`src/rtl/frt_pkg.sv`:
```
package frt_pkg;

  localparam int unsigned SlotsDef  = 8;
  localparam int unsigned PiecesDef = 16;

  typedef enum logic [1:0] {
    MODE_ADD      = 2'd0,
    MODE_RETRIEVE = 2'd1,
    MODE_REMOVE   = 2'd2,
    MODE_TICK     = 2'd3
  } mode_e;

  typedef enum logic [3:0] {
    ST_OK         = 4'd0,
    ST_INVALID    = 4'd1,
    ST_MEMORY     = 4'd2,
    ST_TOO_MANY   = 4'd3,
    ST_LEN_MISM   = 4'd4,
    ST_REORDER    = 4'd5,
    ST_LIST_FULL  = 4'd6,
    ST_NOT_FOUND  = 4'd7,
    ST_INCOMPLETE = 4'd8
  } status_e;

  localparam logic [2:0] REG_STRICT   = 3'd0;
  localparam logic [2:0] REG_MAX_MSG  = 3'd1;
  localparam logic [2:0] REG_MAX_PCS  = 3'd2;
  localparam logic [2:0] REG_MEM_LIM  = 3'd3;
  localparam logic [2:0] REG_MAX_OPEN = 3'd4;
  localparam logic [2:0] REG_TIMEOUT  = 3'd5;
  localparam logic [2:0] REG_DROP_DUP = 3'd6;
  localparam logic [2:0] REG_REORDER  = 3'd7;

  typedef struct packed {
    logic [1:0]  mode;
    logic [15:0] seq_id;
    logic [23:0] piece_offset;
    logic [23:0] piece_length;
    logic [23:0] message_length;
  } req_t;

  typedef struct packed {
    logic [3:0] status;
    logic       done_res;
    logic       was_duplicate;
    logic [3:0] expired_count;
  } rsp_t;

  typedef struct packed {
    logic        strict_checks;
    logic [23:0] max_message_bytes;
    logic [4:0]  max_pieces;
    logic [31:0] memory_limit;
    logic [3:0]  max_open;
    logic [31:0] timeout_ticks;
    logic        drop_duplicates;
    logic        allow_reorder;
  } cfg_t;

  // Divider handshake between the engine and the divider.
  typedef struct packed {
    logic        start;
    logic [24:0] dividend;
    logic [23:0] divisor;
  } div_req_t;

  typedef struct packed {
    logic        done;
    logic [24:0] quotient;
  } div_rsp_t;

endpackage

```
`src/rtl/frt_div.sv`:
```
// Restoring divider, one quotient bit per cycle.
module frt_div (
  input  logic              clk_i,
  input  logic              rst_ni,
  input  frt_pkg::div_req_t req_i,
  output frt_pkg::div_rsp_t rsp_o
);
  import frt_pkg::*;

  logic        busy_q;
  logic        done_q;
  logic [4:0]  cnt_q;
  logic [24:0] quo_q;
  logic [24:0] rem_q;
  logic [23:0] dsr_q;
  logic [25:0] trial;
  logic [25:0] shifted;

  assign shifted = {rem_q, quo_q[24]};
  assign trial   = shifted - {2'd0, dsr_q};

  always_ff @(posedge clk_i or negedge rst_ni) begin
    if (!rst_ni) begin
      busy_q <= 1'b0;
      done_q <= 1'b0;
      cnt_q  <= '0;
      quo_q  <= '0;
      rem_q  <= '0;
      dsr_q  <= '0;
    end else begin
      done_q <= 1'b0;
      if (req_i.start) begin
        busy_q <= 1'b1;
        cnt_q  <= 5'd0;
        quo_q  <= req_i.dividend;
        rem_q  <= '0;
        dsr_q  <= req_i.divisor;
      end else if (busy_q) begin
        if (!trial[25]) begin
          rem_q <= trial[24:0];
          quo_q <= {quo_q[23:0], 1'b1};
        end else begin
          rem_q <= shifted[24:0];
          quo_q <= {quo_q[23:0], 1'b0};
        end
        cnt_q <= cnt_q + 5'd1;
        if (cnt_q == 5'd24) begin
          busy_q <= 1'b0;
          done_q <= 1'b1;
        end
      end
    end
  end

  assign rsp_o.done     = done_q;
  assign rsp_o.quotient = quo_q;
endmodule

```
`config.mk`:
```
export PLATFORM = sky130hd
export DESIGN_NAME = frt_div
export DESIGN_NICKNAME = d
export VERILOG_FILES = /design/src/rtl/frt_pkg.sv /design/src/rtl/frt_div.sv
export SDC_FILE = /design/constraint.sdc
export NUM_CORES = 1
export LEC_CHECK = 0
export BUFFER_PORTS_ARGS = -buffer_cell sky130_fd_sc_hd__buf_2
export CAP_MARGIN = 40
export CORE_UTILIZATION = 25
export CTS_BUF_LIST = sky130_fd_sc_hd__clkbuf_2
export DETAILED_ROUTE_END_ITERATION = 6
export SETUP_SLACK_MARGIN = 0.15
export SYNTH_ARGS = -nofsm -noshare
export SYNTH_HDL_FRONTEND = slang
export SYNTH_SLANG_ARGS = --single-unit
export TNS_END_PERCENT = 1
```
`constraint.sdc`:
```
create_clock -name clk_i -period 4.6 [get_ports clk_i]
set_input_delay 0.23 -clock clk_i [delete_from_list [all_inputs] [get_ports clk_i]]
set_output_delay 0.23 -clock clk_i [all_outputs]
set_load 0.03 [all_outputs]
```
## After elaboration in Yosys (flattened, before gate mapping)

Index checks and enable logic that the tools add are counted.

| storage, ports and cells | value |
|---|---|
| input bits | 52 |
| word-level logic and storage cells | 24 |
| output and inout bits | 26 |
| register bits after elaboration | 81 |

| cells by class | value |
|---|---|
| muxes and demuxes | 14 |
| reductions and logical operators | 1 |
| eq/ne operators | 1 |
| add/subtract/negate cells | 2 |

Operators by type and width:

| operator | count |
|---|---|
| $mux W25 | 5 |
| $sub A26 B24 Y26 | 1 |
| $mux W5 | 2 |
| $mux W1 | 7 |
| $add A5 B1 Y5 const B | 1 |
| $eq A5 B5 Y1 const B | 1 |
| $reduce_bool A2 Y1 | 1 |

## Longest topological paths before layout

| logic depth | value |
|---|---|
| word-level depth | 4 |
| gate-level depth with buffers | 12 |
| depth with buffers taken out | 12 |

## Least setup slack after synthesis

Ideal clock, no wire load.

| timing | value |
|---|---|
| path kind | flip-flop to flip-flop |
| start point | register rem_q[3] |
| end point | register rem_q[14] |
| setup time | 0.099 ns |
| cell stages (with the launch flop) | 11 |
| data required time | 4.501 ns |
| clock period less this slack | 3.226 ns |
| data arrival time | 3.127 ns |
| setup slack | 1.374 ns |
| path through | dfrtp_1 ha_1 a21o_1 or3_1 o21a_1 a211o_1 a211o_1 a211oi_4 xor2_2 or3_1 a311oi_1 |

| between the ends | value |
|---|---|
| cells in the longest elaborated chain, start to end | 4 |

RTL lines:

| element | line | RTL |
|---|---|---|
| from (decl) | frt_div.sv:14 | `logic [24:0] rem_q;` |
| from (signal assigned) | frt_div.sv:40 | `rem_q <= trial[24:0];` |
| from (signal assigned) | frt_div.sv:43 | `rem_q <= shifted[24:0];` |
| $sub A26 B24 Y26 | frt_div.sv:20 | `assign trial = shifted - {2'd0, dsr_q};` |
| $mux W25 | frt_div.sv:39 | `if (!trial[25]) begin` |
| $mux W25 | frt_div.sv:38 | `end else if (busy_q) begin` |
| $mux W25 | frt_div.sv:32 | `if (req_i.start) begin` |

Every way passes these cells. The select of a mux whose other input is x is not followed.
A chain may end at the register's enable or synchronous reset.

## Worst setup path in the final report

Ends and elaborated chain as after synthesis.

==> results by group <==
STA
  • Setup Skew: roughly 0.025 ns
  • Slew headroom: about half
  • Worst Tran Pin Value: between 0.7 and 0.8 ns
  • # setup viols final: 0
  • Setup TNS: 0 ns
  • Unrepaired setup endpoints after global routing: no
  • Max Slew Vio Count: 0
  • Crit path time final: 3.74 ns
  • Fin crit share: between 80% and 90%
  • Peak Freq: around 270 MHz
  • Final Hold Vio Count: 0
  • Setup slack after layout: 0.861 ns
  • Final hold slack: 0.0776 ns

Global routing
  • Largest net degree at the start of global routing: between 60 and 70
  • GRT overflow: 0
  • Tot GR Track Use: 12.4%
  • Initial antenna violation count: 0
  • Met3 track demand over resource: approximately 3.5%
  • Most Used Layer, Global Route: met2
  • First-pass GRT wire length: 19.9 mm
  • Vias in the first global route: 4042
  • GRT met2 Usage: around 20%
  • Met1 GRT Util: about 17%

Worst hold path
  • Hold Path Class: in -> reg

Run
  • Max Cap Viol: 0

Floorplanning
  • Row count: 50
  • Die Ht: 141 um
  • Die area: roughly 20000 sq um
  • Initial Utilization: 25.6%
  • Ports: a little under 80
  • Die X: ~140 um
  • Core area: between 15000 and 20000 sq um

Logic synthesis
  • Syn Nets: ~630
  • Synth unique cells: 47
  • Post-Synth Simple-Gate Area: between 10% and 20%
  • Ys Warns: 0
  • Synth top area share: 42.2%
  • Multiplexer share of the synthesized area: under 10%
  • Synth Area in Adders: around 7.2%
  • Largest family of logic cells by synthesized area: compound AO/OA/AOI/OAI gates
  • Mapped Area: roughly 4800 sq um
  • Xor/xnor cell area share of the yosys netlist: under 10%
  • Post-synth top area cell: dfrtp_1
  • Post-synth EDFFs: 0
  • Most frequent cell after synthesis: nand2_1
  • Post-Synthesis Cells: around 550
  • Dominant synthesized flop cell: dfrtp_1
  • Async set-reset flop share out of synthesis: 100%
  • Synth top area cells: dfrtp_1, nand2_1, ha_1
  • Yosys reg bits: 81
  • Register area share after synthesis: 42.2%
  • Average cell area after synthesis: between 8 and 9 sq um
  • Synth cell count leaders: nand2_1, dfrtp_1, o21ai_0
  • Compound-Gate Fraction of Synth Area: between 10% and 20%

Critical path
  • Crit-path max FO: 20
  • CP endpoint kind: flip-flop
  • Crit path DAT: between 4 and 5 ns
  • Startpoint class of the critical path: flip-flop
  • Critical path class: reg -> reg
  • Worst path required time: roughly 5 ns

Routing
  • Residual DRC: 0
  • DR WL/cell: about 13 um
  • Routed Antenna Nets: 0
  • 1st-pass router iterations: 4
  • Vias: 4099
  • Vias/cell: approximately 4.5
  • DRT iter0 DRCs: approximately 210
  • Final WL: between 10 and 15 mm

Final layout
  • Fillers: around 2000
  • Synthesis-to-layout area growth: 27.5%
  • Finished Layout Cells: between 900 and 1000
  • Layout Nets: 744
  • Layout cells sized above 1: between 10% and 20%
  • N_diodes: 0

Clock network
  • CTS clk-pin slew, worst paths: approximately 0.24 ns
  • Post-CTS Setup Bufs: 0
  • CTS Sinks: slightly above 80
  • CTS Buf Count: 9
  • TritonCTS clock tree: yes
  • Root Buffer Master: clkbuf_2
  • H-tree levels: 3
  • Clk buf depth: 2
  • Clock Latency Late Sink: between 0.5 and 0.6 ns

Run status
  • Status: finished, final reports clean

Power
  • PD cells: slightly above 500 nW/um^2
  • Peak supply drop: 0.000200 V
  • Pleak: ~0.0031 uW

Placed design
  • HPWL after DPL: 7.65 mm
  • Placed insts: ~840
  • Routability cong.: 0.796
  • Port Buffers: 77
  • Pre-CTS setup slack: around 0.88 ns
==> cell type report <==
class,count,area (sq um),share of cell area (%)
Inverter,38,143,2.33
Timing Repair Buffer,135,986,16.1
Sequential cell,81,2030,33.1
Tap cell,234,293,4.78
Clock inverter,5,104,1.70
Multi-Input combinational cell,400,2510,41.0
Clock buffer,11,55.1,0.900
==> cell families after synthesis <==
group	Yosys count
xor gates and xnor gates	22
and+or+nand+nor	183
AOI/OAI and AO/OA	139
DFF	81
adders and majority gates	27
buffers and inverters	66
muxes	29
==> per-stage QoR <==
stage	total power [uW]	util, %	cell area [sq um]
6_report	3120	32.6	6120
5_1_grt	3430	32.6	6120
4_1_cts	3160	32.6	6110
3_5_place_dp	2610	29.0	5450
3_3_place_gp	2590	28.8	5400
2_1_floorplan	2250	-	4800
==> worst max-delay path, stage by stage, from the launching register on <==
cell and delay (ns):
dfrtp_1 0.45, ha_1 0.34, a21o_1 0.19, or3_1 0.30
o21a_1 0.25, a211o_1 0.34, a211o_1 0.32, a211oi_4 0.35
xor2_2 0.21, buf_4 0.26, or3_1 0.38, a311oi_1 0.26
==> final timing paths <==
check	end	slack (ns)	cells after the start	startpoint
min	quo_q[8]	0.08	3	req_i[49]
min in group asynchronous	dsr_q[9]	0.59	3	rst_ni
max reg2reg	rem_q[14]	0.86	11	rem_q[3]
max	rem_q[14]	0.86	11	rem_q[3]
min reg2reg	dsr_q[0]	0.54	1	dsr_q[0]
max in group asynchronous	busy_q	2.89	4	rst_ni
==> flip-flops by register name, summed over array words and instances, names as in the netlist <==
signal / count
busy_q: 1
rem_q: 25
cnt_q: 5
dsr_q: 24
done_q: 1
quo_q: 25
==> metal layers <==
layer	vias to the layer above	routed length [um]	part of all wire (%)
li1	2129	-	-
met1	1878	5600	50
met2	85	5140	45
met3	7	485	4.3
met4	0	81	0.72
met5	-	0	0
==> power breakdown <==
group / internal (uW) / switching (uW) / total (uW) / leakage, uW
clock network: 239 / 260 / 499 / 0.0000961
logic: 702 / 943 / 1640 / 0.00198
registers: 857 / 118 / 974 / 0.00102
==> timing repair <==
action | 4_1_cts | 5_1_grt
resized for setup | 0 | 0
hold buffers | 50 | 1
hold endpoints to repair | 70 | 5
==> layout by cell type (no fill, tap or decap), drive strengths merged, types with 4 or more instances in the layout <==
cell and count:
o21ai 61, nand3 6, ha 26, nor3 4
a21o 5, a311oi 20, xor2 11, nand2 100
dfrtp 81, buf 84, clkbuf 11, o21a 5
a211oi 6, and3 4, a21oi 20, xnor2 11
mux2i 27, dlygate4sd3 51, inv 38, nor2 46
or3 6
No activity file was read; power rests on OpenSTA's default activity.
