File: config.mk
export PLATFORM = sky130hd
export DESIGN_NAME = frt_cfg
export DESIGN_NICKNAME = d
export VERILOG_FILES = /design/src/rtl/frt_pkg.sv /design/src/rtl/frt_cfg.sv
export SDC_FILE = /design/constraint.sdc
export NUM_CORES = 1
export LEC_CHECK = 0
export BUFFER_PORTS_ARGS = -buffer_cell sky130_fd_sc_hd__buf_2
export CAP_MARGIN = 0
export CORE_AREA = 3 3 102 104
export DETAILED_ROUTE_END_ITERATION = 6
export DIE_AREA = 0 0 105 107
export PLACE_DENSITY = 0.88
export REMOVE_ABC_BUFFERS = 1
export SYNTH_ARGS = -nofsm -noshare
export SYNTH_HDL_FRONTEND = slang
export SYNTH_SLANG_ARGS = --single-unit
File: constraint.sdc
create_clock -name clk_i -period 1.3 [get_ports clk_i]
set_clock_uncertainty 0.1 [all_clocks]
set_input_delay 0.065 -clock clk_i [delete_from_list [all_inputs] [get_ports clk_i]]
set_output_delay 0.065 -clock clk_i [all_outputs]
set_load 0.02 [all_outputs]
File: src/rtl/frt_pkg.sv
package frt_pkg;

  localparam int unsigned SlotsDef  = 8;
  localparam int unsigned PiecesDef = 16;

  typedef enum logic [1:0] {
    MODE_ADD      = 2'd0,
    MODE_RETRIEVE = 2'd1,
    MODE_REMOVE   = 2'd2,
    MODE_TICK     = 2'd3
  } mode_e;

  typedef enum logic [3:0] {
    ST_OK         = 4'd0,
    ST_INVALID    = 4'd1,
    ST_MEMORY     = 4'd2,
    ST_TOO_MANY   = 4'd3,
    ST_LEN_MISM   = 4'd4,
    ST_REORDER    = 4'd5,
    ST_LIST_FULL  = 4'd6,
    ST_NOT_FOUND  = 4'd7,
    ST_INCOMPLETE = 4'd8
  } status_e;

  localparam logic [2:0] REG_STRICT   = 3'd0;
  localparam logic [2:0] REG_MAX_MSG  = 3'd1;
  localparam logic [2:0] REG_MAX_PCS  = 3'd2;
  localparam logic [2:0] REG_MEM_LIM  = 3'd3;
  localparam logic [2:0] REG_MAX_OPEN = 3'd4;
  localparam logic [2:0] REG_TIMEOUT  = 3'd5;
  localparam logic [2:0] REG_DROP_DUP = 3'd6;
  localparam logic [2:0] REG_REORDER  = 3'd7;

  typedef struct packed {
    logic [1:0]  mode;
    logic [15:0] seq_id;
    logic [23:0] piece_offset;
    logic [23:0] piece_length;
    logic [23:0] message_length;
  } req_t;

  typedef struct packed {
    logic [3:0] status;
    logic       done_res;
    logic       was_duplicate;
    logic [3:0] expired_count;
  } rsp_t;

  typedef struct packed {
    logic        strict_checks;
    logic [23:0] max_message_bytes;
    logic [4:0]  max_pieces;
    logic [31:0] memory_limit;
    logic [3:0]  max_open;
    logic [31:0] timeout_ticks;
    logic        drop_duplicates;
    logic        allow_reorder;
  } cfg_t;

  // Divider handshake between the engine and the divider.
  typedef struct packed {
    logic        start;
    logic [24:0] dividend;
    logic [23:0] divisor;
  } div_req_t;

  typedef struct packed {
    logic        done;
    logic [24:0] quotient;
  } div_rsp_t;

endpackage

File: src/rtl/frt_cfg.sv
module frt_cfg (
  input  logic              clk_i,
  input  logic              rst_ni,
  input  logic              psel,
  input  logic              penable,
  input  logic              pwrite,
  input  logic [4:0]        paddr,
  input  logic [31:0]       pwdata,
  output logic [31:0]       prdata,
  output logic              pready,
  output frt_pkg::cfg_t     cfg_o
);
  import frt_pkg::*;

  cfg_t       cfg_q, cfg_d;
  logic [2:0] idx;

  assign idx    = paddr[4:2];
  assign pready = 1'b1;
  assign cfg_o  = cfg_q;

  always_comb begin
    cfg_d = cfg_q;
    if (psel && penable && pwrite) begin
      unique case (idx)
        REG_STRICT:   cfg_d.strict_checks     = pwdata[0];
        REG_MAX_MSG:  cfg_d.max_message_bytes = pwdata[23:0];
        REG_MAX_PCS:  cfg_d.max_pieces        = pwdata[4:0];
        REG_MEM_LIM:  cfg_d.memory_limit      = pwdata;
        REG_MAX_OPEN: cfg_d.max_open          = pwdata[3:0];
        REG_TIMEOUT:  cfg_d.timeout_ticks     = pwdata;
        REG_DROP_DUP: cfg_d.drop_duplicates   = pwdata[0];
        REG_REORDER:  cfg_d.allow_reorder     = pwdata[0];
        default: ;
      endcase
    end
  end

  always_comb begin
    unique case (idx)
      REG_STRICT:   prdata = {31'd0, cfg_q.strict_checks};
      REG_MAX_MSG:  prdata = {8'd0, cfg_q.max_message_bytes};
      REG_MAX_PCS:  prdata = {27'd0, cfg_q.max_pieces};
      REG_MEM_LIM:  prdata = cfg_q.memory_limit;
      REG_MAX_OPEN: prdata = {28'd0, cfg_q.max_open};
      REG_TIMEOUT:  prdata = cfg_q.timeout_ticks;
      REG_DROP_DUP: prdata = {31'd0, cfg_q.drop_duplicates};
      REG_REORDER:  prdata = {31'd0, cfg_q.allow_reorder};
      default:      prdata = '0;
    endcase
  end

  always_ff @(posedge clk_i or negedge rst_ni) begin
    if (!rst_ni) begin
      cfg_q <= '{strict_checks: 1'b1, max_message_bytes: 24'hFFFFFF, max_pieces: 5'd16,
                 memory_limit: 32'd1048576, max_open: 4'd8, timeout_ticks: 32'd30000,
                 drop_duplicates: 1'b1, allow_reorder: 1'b1};
    end else begin
      cfg_q <= cfg_d;
    end
  end
endmodule

======== Yosys cells after proc, flatten, opt, wreduce, memory -nomap -nowiden ========
Index checks and enable logic that the tools add are counted.
storage, ports and cells
  flip-flop bits (word level) ............. 100
  input port bits ......................... 42
  output and inout port bits .............. 133
  logic and storage cells ................. 27
operators by class
  equality and inequality tests ........... 7
  mux-type cells .......................... 1
  reduce and logical (&&, ||, !) cells .... 11
operator list
  kind                                                  count
  case mux 32 bit (8 select lines)                      1
  AND reduction 2 bit                                   8
  equality test 3 bit (second input constant)           4
  equality test 3 x 2 -> 1 bit (second input constant)  2
  equality test 3 x 1 -> 1 bit (second input constant)  1
  logical NOT 3 bit                                     1
  logical AND 1 bit                                     2

======== Depth between registers and ports, before layout ========
Gate-level depths: netlist (run 1).
  word-level depth ........................ 3
  depth in mapped cells ................... 7
  depth with buffers taken out ............ 4

======== Worst setup path after synthesis (run 1) ========
Ideal clock, no wire load.
  kind .................................... register to output
  from .................................... register cfg_q (netlist bit cfg_o[1])
  to ...................................... output prdata[0]
  arrival time ............................ 1.317 ns
  data required time ...................... 1.135 ns
  path slack .............................. -0.182 ns
  cell stages (with the launch flop) ...... 5
  path buffers ............................ 0
  path through ............................ dfstp_2 > mux2_2 > nand3_1 > o311a_1 > o21bai_1
on the way
  cells in the longest elaborated chain, start to end .. 1
RTL lines
  what                              line           text
  start: declaration                frt_cfg.sv:15  cfg_t cfg_q, cfg_d;
  start signal: assignment          frt_cfg.sv:55  cfg_q <= '{strict_checks: 1'b1, max_message_bytes: 24'hFFFFFF, max_pieces: 5'd16,
  start signal: assignment          frt_cfg.sv:59  cfg_q <= cfg_d;
  case mux 32 bit (8 select lines)  frt_cfg.sv:40  unique case (idx)
  end: declaration                  frt_cfg.sv:9   output logic [31:0] prdata,
No other way between the ends.

======== Final worst setup path (run 1) ========
Same ends and word-level chain as after synthesis.

==> impl_results.md, run 1 <==
- Number of H-tree levels: 3
- Largest area contributor in the netlist: dfrtp_1
- Starting Density: roughly half
- Slew of the pin with the lowest slew margin: 0.543 ns
- Area Overhead vs Synth: 53.4%
- Worst IR drop on VDD: 860 uV
- Setup ws final: -0.433 ns
- Number of synthesized flops with an enable pin: 0
- IO Pins: 175
- Sequential share of the synthesized area: 54.1%
- Clock sinks: 100
- CP bufs+invs: 1
- Violated checks: setup timing
- Final hold slack: 0.202 ns
- Setup WS pre-CTS: -0.164 ns
- GP Congestion: 0.838
- Clk buf depth: 2
- CP Cell Sequence: mux2_4 -> nand3_4 -> a21oi_2 -> o21bai_1 -> buf_4
- Setup crit start kind: register
- Ys flop type: dfrtp_1
- DRC: 0
- Pwr dens: 1490 nW/um^2
- Syn Inst Count: around 360
- Warnings, synthesis: 0
- Largest net degree at the start of global routing: 100
- First-pass GRT wire length: 22.4 mm
- # fillers: ~600
- Max cap viols: 0
- Max reg flops: 100
- Most frequent cells after synthesis: mux2_2, dfrtp_1, nor2_1
- Vias per cell: around 5.4
- Period utilisation layout: 133%
- CP max stage delay: between 0.5 and 0.6 ns
- Total power: 10.8 mW
- CP endpoint kind: primary output
- FF+latch count, synth: 100
- Vias in the first global route: 4284
- WP data required: 1.13 ns
- Share of cells above drive strength 1: 65.8%
- LEAKAGE: 3.61 nW
- Nets: about 670
- Setup violators final: 34
- Die area: 11200 um^2
- Slew HR: 63.8%
- # port buffers: 171
- Post-synth top area share: 33.5%
- Vias: 4160
- Final wirelength: between 10 and 15 mm
- GRT Overall Usage: 25.5%
- Unrepaired setup endpoints after global routing: yes
- Yosys cell types: 29
- Area contributors post-synth: dfrtp_1, dfstp_2, mux2_2
- CTS clk-pin slew, worst paths: 0.09 ns
- Async S/R FF share, synth: 100%
- HPWL after DPL: around 8.7 mm
- GR Overflow Total: 0
- Setup TNS: -6.89 ns
- Clock Latency Late Sink: about 0.35 ns
- CP max FO: 2
- Final hold viol count: 0
- Initial drt markers: approximately 220
- Ant. Diodes: 0
- Post-layout min period: ~1.7 ns
- TritonRoute pass-1 iters: 5
- Outcome: finished with violations
- Core Area: a little under 10000 um^2
- Syn_area_per_cell: 13.0 um^2
- Post-route ant nets: 0
- Hold Crit Class: in2async
- Most common cell in the netlist: mux2_2
- Crit path max-delay family: flip-flops
- Mapped Area: 4710 um^2
- # rows: 36
- Antenna violations before repair: 0
- Worst path slowest cell: dfstp_2
- Post-DR wirelength/cell: about 19 um
- Util after Layout: 75.0%
- Worst EP arrival: 1.57 ns
- Clock root cell: clkbuf_8
- Die X: 105 um
- CTS tree: built
- Maximum clock frequency: 577 MHz
- Crit Path Class: reg2out
- Die H: roughly 110 um
- Fin. max-slew vios: 0
- CTS Buf Count: 9
[final cells by class]
cell class / count / area (um^2) / area share, %
timing repair buffer: 283 / 2170 / 30.0
tap: 133 / 166 / 2.30
multi-input combinational: 235 / 2100 / 29.0
inverter: 1 / 3.75 / 0.0519
clock buffer: 12 / 145 / 2.01
sequential: 100 / 2550 / 35.3
clock inverter: 4 / 97.6 / 1.35
[per-stage QoR]
step / instances / instance area (um^2)
2_1_floorplan: 336 / 4570
3_3_place_gp: 673 / 5950
3_5_place_dp: 673 / 5950
4_1_cts: 758 / 7010
5_1_grt: 768 / 7230
6_report: 768 / 7230
[tightest hold or removal path: stages]
cell           delay [ns]
dlygate4sd3_1        0.54
buf_4                0.13
buf_12               0.39
[repair_timing]
action / in CTS / in global routing
setup endpoints to repair: 34 / 53
hold endpoints to repair: 163 / 0
setup buffers: 35 / 13
gates resized for setup: 71 / 38
pin swaps: 5 / 11
hold buffers: 34 / 0
[per-layer routing]
metal	GRT usage [%]	vias up	share of wire, %
li1	-	1817	-
met1	29.5	2084	39
met2	45.2	213	52
met3	5.06	46	5.9
met4	12.7	0	3.2
met5	0	-	0
[worst paths after layout]
path | from | end | slack (ns) | cells past startpoint
setup / recovery | cfg_o[1]$_DFFE_PN1P_ | prdata[0] | -0.43 | 5
hold / removal | rst_ni | cfg_o[23]$_DFFE_PN0P_ | 0.20 | 3
setup reg to reg | cfg_o[5]$_DFFE_PN0P_ | cfg_o[5]$_DFFE_PN0P_ | 0.18 | 3
hold reg to reg | cfg_o[8]$_DFFE_PN0P_ | cfg_o[8]$_DFFE_PN0P_ | 0.43 | 1
max in group asynchronous | rst_ni | cfg_o[7]$_DFFE_PN1P_ | 0.44 | 3
min in group clk_i | paddr[2] | cfg_o[0]$_DFFE_PN1P_ | 0.25 | 5
[power by group]
part	switching [mW]	internal (mW)
Clock	1.05	1.33
Combinational	2.01	1.97
Sequential	0.504	3.89
[layout by cell type (no fill, tap or decap), types with 4 or more instances in the layout]
| cell | n |
|---|---|
| a22oi_1 | 4 |
| mux2_2 | 81 |
| buf_12 | 8 |
| dlygate4sd3_1 | 34 |
| a22oi_2 | 7 |
| buf_6 | 41 |
| a21oi_1 | 17 |
| buf_4 | 76 |
| dfstp_2 | 37 |
| clkbuf_8 | 10 |
| mux2_4 | 21 |
| dfrtp_1 | 63 |
| mux2i_1 | 25 |
| buf_2 | 122 |
| nor2_1 | 49 |
[kinds of logic (layout without fill, tap and decap cells)]
group | after synthesis | in the layout | synth area share, %
AO/OA/AOI/OAI | 38 | 38 | 5.10
buffers and inverters | 27 | 300 | 3.11
other | 1 | 1 | 0.0796
AND/OR/NAND/NOR | 67 | 67 | 5.84
flip-flops | 100 | 100 | 54.1
multiplexers | 129 | 129 | 31.8
Note: power is estimated with default switching activity, not from simulation.
==> run 2, diff against run 1 <==
--- a/config.mk
+++ b/config.mk
@@ -10,6 +10,7 @@
 export CORE_AREA = 3 3 102 104
 export DETAILED_ROUTE_END_ITERATION = 6
 export DIE_AREA = 0 0 105 107
+export GPL_TIMING_DRIVEN = 0
 export PLACE_DENSITY = 0.88
 export REMOVE_ABC_BUFFERS = 1
 export SYNTH_ARGS = -nofsm -noshare
==> run 2 against run 1 <==
The flow still finishes with violations (setup timing). Flip-flop and latch count is the same. Worst setup slack lost 0.050 ns. Final cell count shrank 2.3%. Critical path depth is the same. Clock power shrank 26%. Register-to-register slack gained 0.08 ns. Utilization shrank 1.5 points. Wire length grew 0.54%. Highest routed layer unchanged. Count of clock-buffer cells in the layout shrank 1.
==> impl_results.md, run 2 (synthesis gave the netlist of run 1 again) <==
- Crit Path Class: reg2out
- Fin cells: 750
- # rows: 36
- Reg2reg setup slack: 0.26 ns
- TritonRoute pass-1 iters: 4
- Worst path slowest cell: dfstp_2
- R2R depth: 2
- DRC: 0
- Share of cells above drive strength 1: between 60% and 70%
- Largest net degree at the start of global routing: 55
- First-pass GRT wire length: roughly 23 mm
- CTS tree: built
- Clock root cell: clkbuf_8
- Post-route ant nets: 0
- CP bufs+invs: 1
- Setup violators final: 30
- Number of H-tree levels: 3
- Placed Area: roughly 5700 um^2
- IO Pins: about 180
- Starting Density: 48.9%
- Die X: about 110 um
- Setup crit start kind: register
- GP Congestion: approximately 0.80
- Vias: 3941
- Setup ws final: -0.482 ns
- Nets: 654
- Worst IR drop on VDD: 1110 uV
- # port buffers: ~170
- Antenna violations before repair: 0
- Vias in the first global route: 4310
- Max cap viols: 0
- CP Depth: 5
- Area Overhead vs Synth: 50.3%
- Post-DR wirelength/cell: between 15 and 20 um
- Final wirelength: ~15 mm
- Util after Layout: 73.4%
- Pwr dens: 1430 nW/um^2
- Die H: 107 um
- CTS clk-pin slew, worst paths: 0.09 ns
- Outcome: finished with violations
- CP Cell Sequence: mux2_4 -> nand3_2 -> o311a_1 -> o21bai_1 -> buf_4
- Post-layout min period: 1.78 ns
- Vias per cell: 5.25
- Most frequent cells in the layout: buf_2, mux2_2, dfrtp_1
- Setup TNS: -6.50 ns
- Clock Latency Late Sink: roughly 0.35 ns
- Maximum clock frequency: 561 MHz
- CP max stage delay: 0.57 ns
- GRT Overall Usage: 25.7%
- LEAKAGE: between 3 and 4 nW
- CP max FO: 3
- Period utilisation layout: 137%
- Die area: around 11000 um^2
- CTS Buf Count: 9
- Crit path max-delay family: flip-flops
- Ant. Diodes: 0
- Slew HR: 58.1%
- Commonest non-fill, non-tap cell in the layout: buf_2
- Fin. max-slew vios: 0
- GR Overflow Total: 0
- Hold Crit Class: in2reg
- HPWL after DPL: 8.10 mm
- CP endpoint kind: primary output
- Max reg flops: 100
- Total power: roughly 10 mW
- Clock sinks: 100
- Core Area: slightly below 10000 um^2
- Unrepaired setup endpoints after global routing: yes
- Inst Count DP: 644
- Violated checks: setup timing
- WP data required: 1.13 ns
- Worst EP arrival: ~1.6 ns
- Clk buf depth: 2
- Final hold viol count: 0
- Min-Delay Path Depth: 3
- Initial drt markers: 180
- Fin area: 7080 um^2
- Slew of the pin with the lowest slew margin: 0.628 ns
-- run 2: cell types whose count changed in the layout (fill, tap and decap cells not counted), moves of 2 or more --
cell,before,now
buf_4,76,57
buf_12,8,5
buf_16,0,3
bufinv_16,3,0
clkinvlp_4,1,4
a21oi_1,17,19
a21oi_2,2,0
buf_2,122,120
buf_6,41,43
nor2b_4,0,2
-- run 2: metal layers --
metal,share of wire [%],global-route usage (%),vias to the layer above
met4,1.6,9.09,0
met5,0,0,-
met1,39,30.0,2002
li1,-,-,1779
met2,54,46.7,140
met3,5.0,5.18,20
-- run 2: power by group --
part	switching [mW]	internal [mW]
combinational	1.99	1.95
clock	1.07	0.706
sequential	0.494	3.89
total	3.55	6.55
-- run 2: repair_timing --
item | in CTS | in global routing
setup buffers | 45 | 15
pin swaps | 11 | 15
resized for setup | 89 | 34
endpoints found under the setup margin | 131 | 93
cloned | 1 | 1
endpoints found under the hold margin | 140 | 0
hold buffers | 33 | 0
-- run 2: worst paths after layout --
path	from	to
worst max-delay path	cfg_o[1]$_DFFE_PN1P_	prdata[0]
worst min-delay path	paddr[4]	cfg_o[99]$_DFFE_PN1P_
worst max register to register	cfg_o[63]$_DFFE_PN0P_	cfg_o[63]$_DFFE_PN0P_
worst min register to register	cfg_o[8]$_DFFE_PN0P_	cfg_o[8]$_DFFE_PN0P_
max in group asynchronous	rst_ni	cfg_o[89]$_DFFE_PN1P_
min in group asynchronous	rst_ni	cfg_o[8]$_DFFE_PN0P_
-- run 2: area by class of cell --
| type | count | area [um^2] |
|---|---|---|
| repair buffers | 264 | 2070 |
| clock buffers | 11 | 131 |
| clock inverters | 5 | 37.5 |
| fillers | 647 | 2560 |
| flip-flops and latches | 100 | 2550 |
| well taps | 133 | 166 |
| repair inverters | 1 | 7.51 |
| inverters | 1 | 7.51 |
| multi-input cells | 235 | 2110 |
-- run 2: worst min-delay path, stage by stage --
cell and delay (ns):
buf_12 0.19, nor3_1 0.09, mux2_2 0.22
-- run 2: per-stage QoR --
stage / worst slack (ns) / hold slack [ns]
2_1_floorplan: -0.993 / -0.331
3_3_place_gp: -2.94 / 0.208
4_1_cts: -0.448 / 0.169
3_5_place_dp: -1.43 / 0.0143
5_1_grt: -0.571 / 0.156
6_report: -0.482 / 0.164
==> run 3, diff against run 2 <==
--- a/config.mk
+++ b/config.mk
@@ -7,9 +7,9 @@
 export LEC_CHECK = 0
 export BUFFER_PORTS_ARGS = -buffer_cell sky130_fd_sc_hd__buf_2
 export CAP_MARGIN = 0
-export CORE_AREA = 3 3 102 104
+export CORE_AREA = 3 3 93 113
 export DETAILED_ROUTE_END_ITERATION = 6
-export DIE_AREA = 0 0 105 107
+export DIE_AREA = 0 0 96 116
 export GPL_TIMING_DRIVEN = 0
 export PLACE_DENSITY = 0.88
 export REMOVE_ABC_BUFFERS = 1
==> run 3 against run 2 <==
The run still ends with setup timing left. Final area rose by 1.7%. First-iteration DRC count increased by 33%. Hold slack better by 0.015 ns. Fmax is 1.8% higher. Worst setup slack improved by 0.031 ns. Sequential share of layout area decreased by 0.61 points. Critical endpoint unchanged. Largest cell class unchanged.
==> impl_results.md, run 3 (synthesis gave the netlist of run 1 again) <==
- Outcome: finished with violations
- Violated checks: setup timing
- Number of H-tree levels: 3
- # rows: 39
- Area occupied by multi-input gates: 2150 um^2
- Slew HR: 59.5%
- Clk buf depth: 2
- Pwr dens: 1540 nW/um^2
- Share of cells above drive strength 1: 65.9%
- Register area: between 2000 and 3000 um^2
- # port buffers: between 150 and 200
- Final wirelength: 15.8 mm
- Unrepaired setup endpoints after global routing: yes
- Fin. max-slew vios: 0
- Commonest non-fill, non-tap cell in the layout: buf_2
- Crit Path Class: reg2out
- IO Pins: about 180
- Area Overhead vs Synth: 52.8%
- GP Congestion: 0.731
- Setup violators final: 58
- TritonRoute pass-1 iters: 4
- Post-DR wirelength/cell: around 21 um
- DRC: 0
- Vias in the first global route: 4299
- GR Overflow Total: 0
- Max reg flops: 100
- CP max FO: 2
- Starting Density: 49.5%
- Ant. Diodes: 0
- Die area: 11100 um^2
- First-pass GRT wire length: between 20 and 25 mm
- Hold Crit Class: in2async
- CTS clk-pin slew, worst paths: 0.07 ns
- Worst EP arrival: 1.59 ns
- Vias per cell: 5.51
- Final hold slack: 0.180 ns
- Period utilisation layout: 135%
- Setup WS pre-CTS: -1.41 ns
- Setup crit start kind: register
- Antenna violations before repair: 0
- Nets: 650
- Clock root cell: clkbuf_16
- Most frequent cells in the layout: buf_2, mux2_2, buf_4
- Placed Area: 5700 um^2
- HPWL after DPL: 8.36 mm
- Largest net degree at the start of global routing: between 50 and 60
- Clock sinks: 100
- CTS tree: built
- Clock Latency Late Sink: 0.34 ns
- Core Area: 9520 um^2
- Setup ws final: -0.452 ns
- WP data required: approximately 1.1 ns
- Setup TNS: -6.75 ns
- Die X: 96 um
- GRT Overall Usage: 26.8%
- CTS Buf Count: 9
- Final hold viol count: 0
- Vias: 4056
- R2R depth: 2
- # fillers: between 500 and 600
- Post-layout min period: 1.75 ns
- Util after Layout: 75.7%
- Max cap viols: 0
- Post-route ant nets: 0
- Slew of the pin with the lowest slew margin: approximately 0.61 ns
- LEAKAGE: 3.57 nW
- CP endpoint kind: primary output
- Worst IR drop on VDD: 1060 uV
- Fin area: 7200 um^2
- Initial drt markers: 240
- Maximum clock frequency: 571 MHz
- Die H: between 100 and 150 um
-- run 3: cell count changes in the layout (fill, tap and decap cells not counted), moves of 2 or more --
| cell | before | now |
|---|---|---|
| mux2_2 | 80 | 78 |
| mux2_4 | 22 | 24 |
| buf_6 | 43 | 25 |
| clkbuf_16 | 1 | 9 |
| clkbuf_1 | 2 | 0 |
| a21oi_1 | 19 | 17 |
| clkbuf_8 | 9 | 1 |
| bufbuf_16 | 0 | 2 |
| a21oi_2 | 0 | 2 |
| buf_4 | 57 | 72 |
-- run 3: area by class of cell --
cell class,instances,area share [%]
sequential,100,35.4
clock buffer,10,3.32
multi-input combinational,235,29.8
clock inverter,6,0.991
inverter,1,0.104
timing repair inverter,1,0.104
tap,123,2.14
timing repair buffer,260,28.1
-- run 3: worst max-delay path: stages, from the launching register on --
cell	delay [ns]
dfstp_2	0.57
mux2_4	0.19
nand3_4	0.07
a21oi_2	0.14
o21bai_1	0.12
buf_4	0.17
-- run 3: metrics by stage --
| step | total power [mW] | instances |
|---|---|---|
| 2_1_floorplan | 6.20 | 336 |
| 3_3_place_gp | 7.23 | 630 |
| 3_5_place_dp | 7.40 | 634 |
| 4_1_cts | 10.7 | 729 |
| 5_1_grt | 11.6 | 736 |
| 6_report | 11.1 | 736 |
-- run 3: timing repair --
action	in CTS	in global routing
endpoints found under the hold margin	132	0
buffers inserted	43	10
gates cloned	3	0
hold buffers	33	0
setup endpoints to repair	131	143
pin swaps	10	10
gates resized for setup	62	52
-- run 3: layer usage --
layer / global-route usage (%) / part of all wire, %
met2: 48.6 / 53
met1: 29.9 / 38
met5: 0 / 0
met4: 9.77 / 3.5
met3: 6.49 / 5.8
-- run 3: power by group --
group | switching (mW) | internal (mW)
combinational | 2.04 | 1.90
clock | 1.22 | 1.56
sequential | 0.502 | 3.89
total | 3.76 | 7.35
-- run 3: final timing paths --
kind | slack, ns | endpoint | from
max | -0.45 | prdata[0] | cfg_o[0]$_DFFE_PN1P_
max in group asynchronous | 0.20 | cfg_o[10]$_DFFE_PN1P_ | rst_ni
min reg2reg | 0.43 | cfg_o[22]$_DFFE_PN0P_ | cfg_o[22]$_DFFE_PN0P_
max reg2reg | 0.24 | cfg_o[36]$_DFFE_PN0P_ | cfg_o[36]$_DFFE_PN0P_
min | 0.18 | cfg_o[54]$_DFFE_PN0P_ | rst_ni
min in group clk_i | 0.21 | cfg_o[99]$_DFFE_PN1P_ | paddr[3]
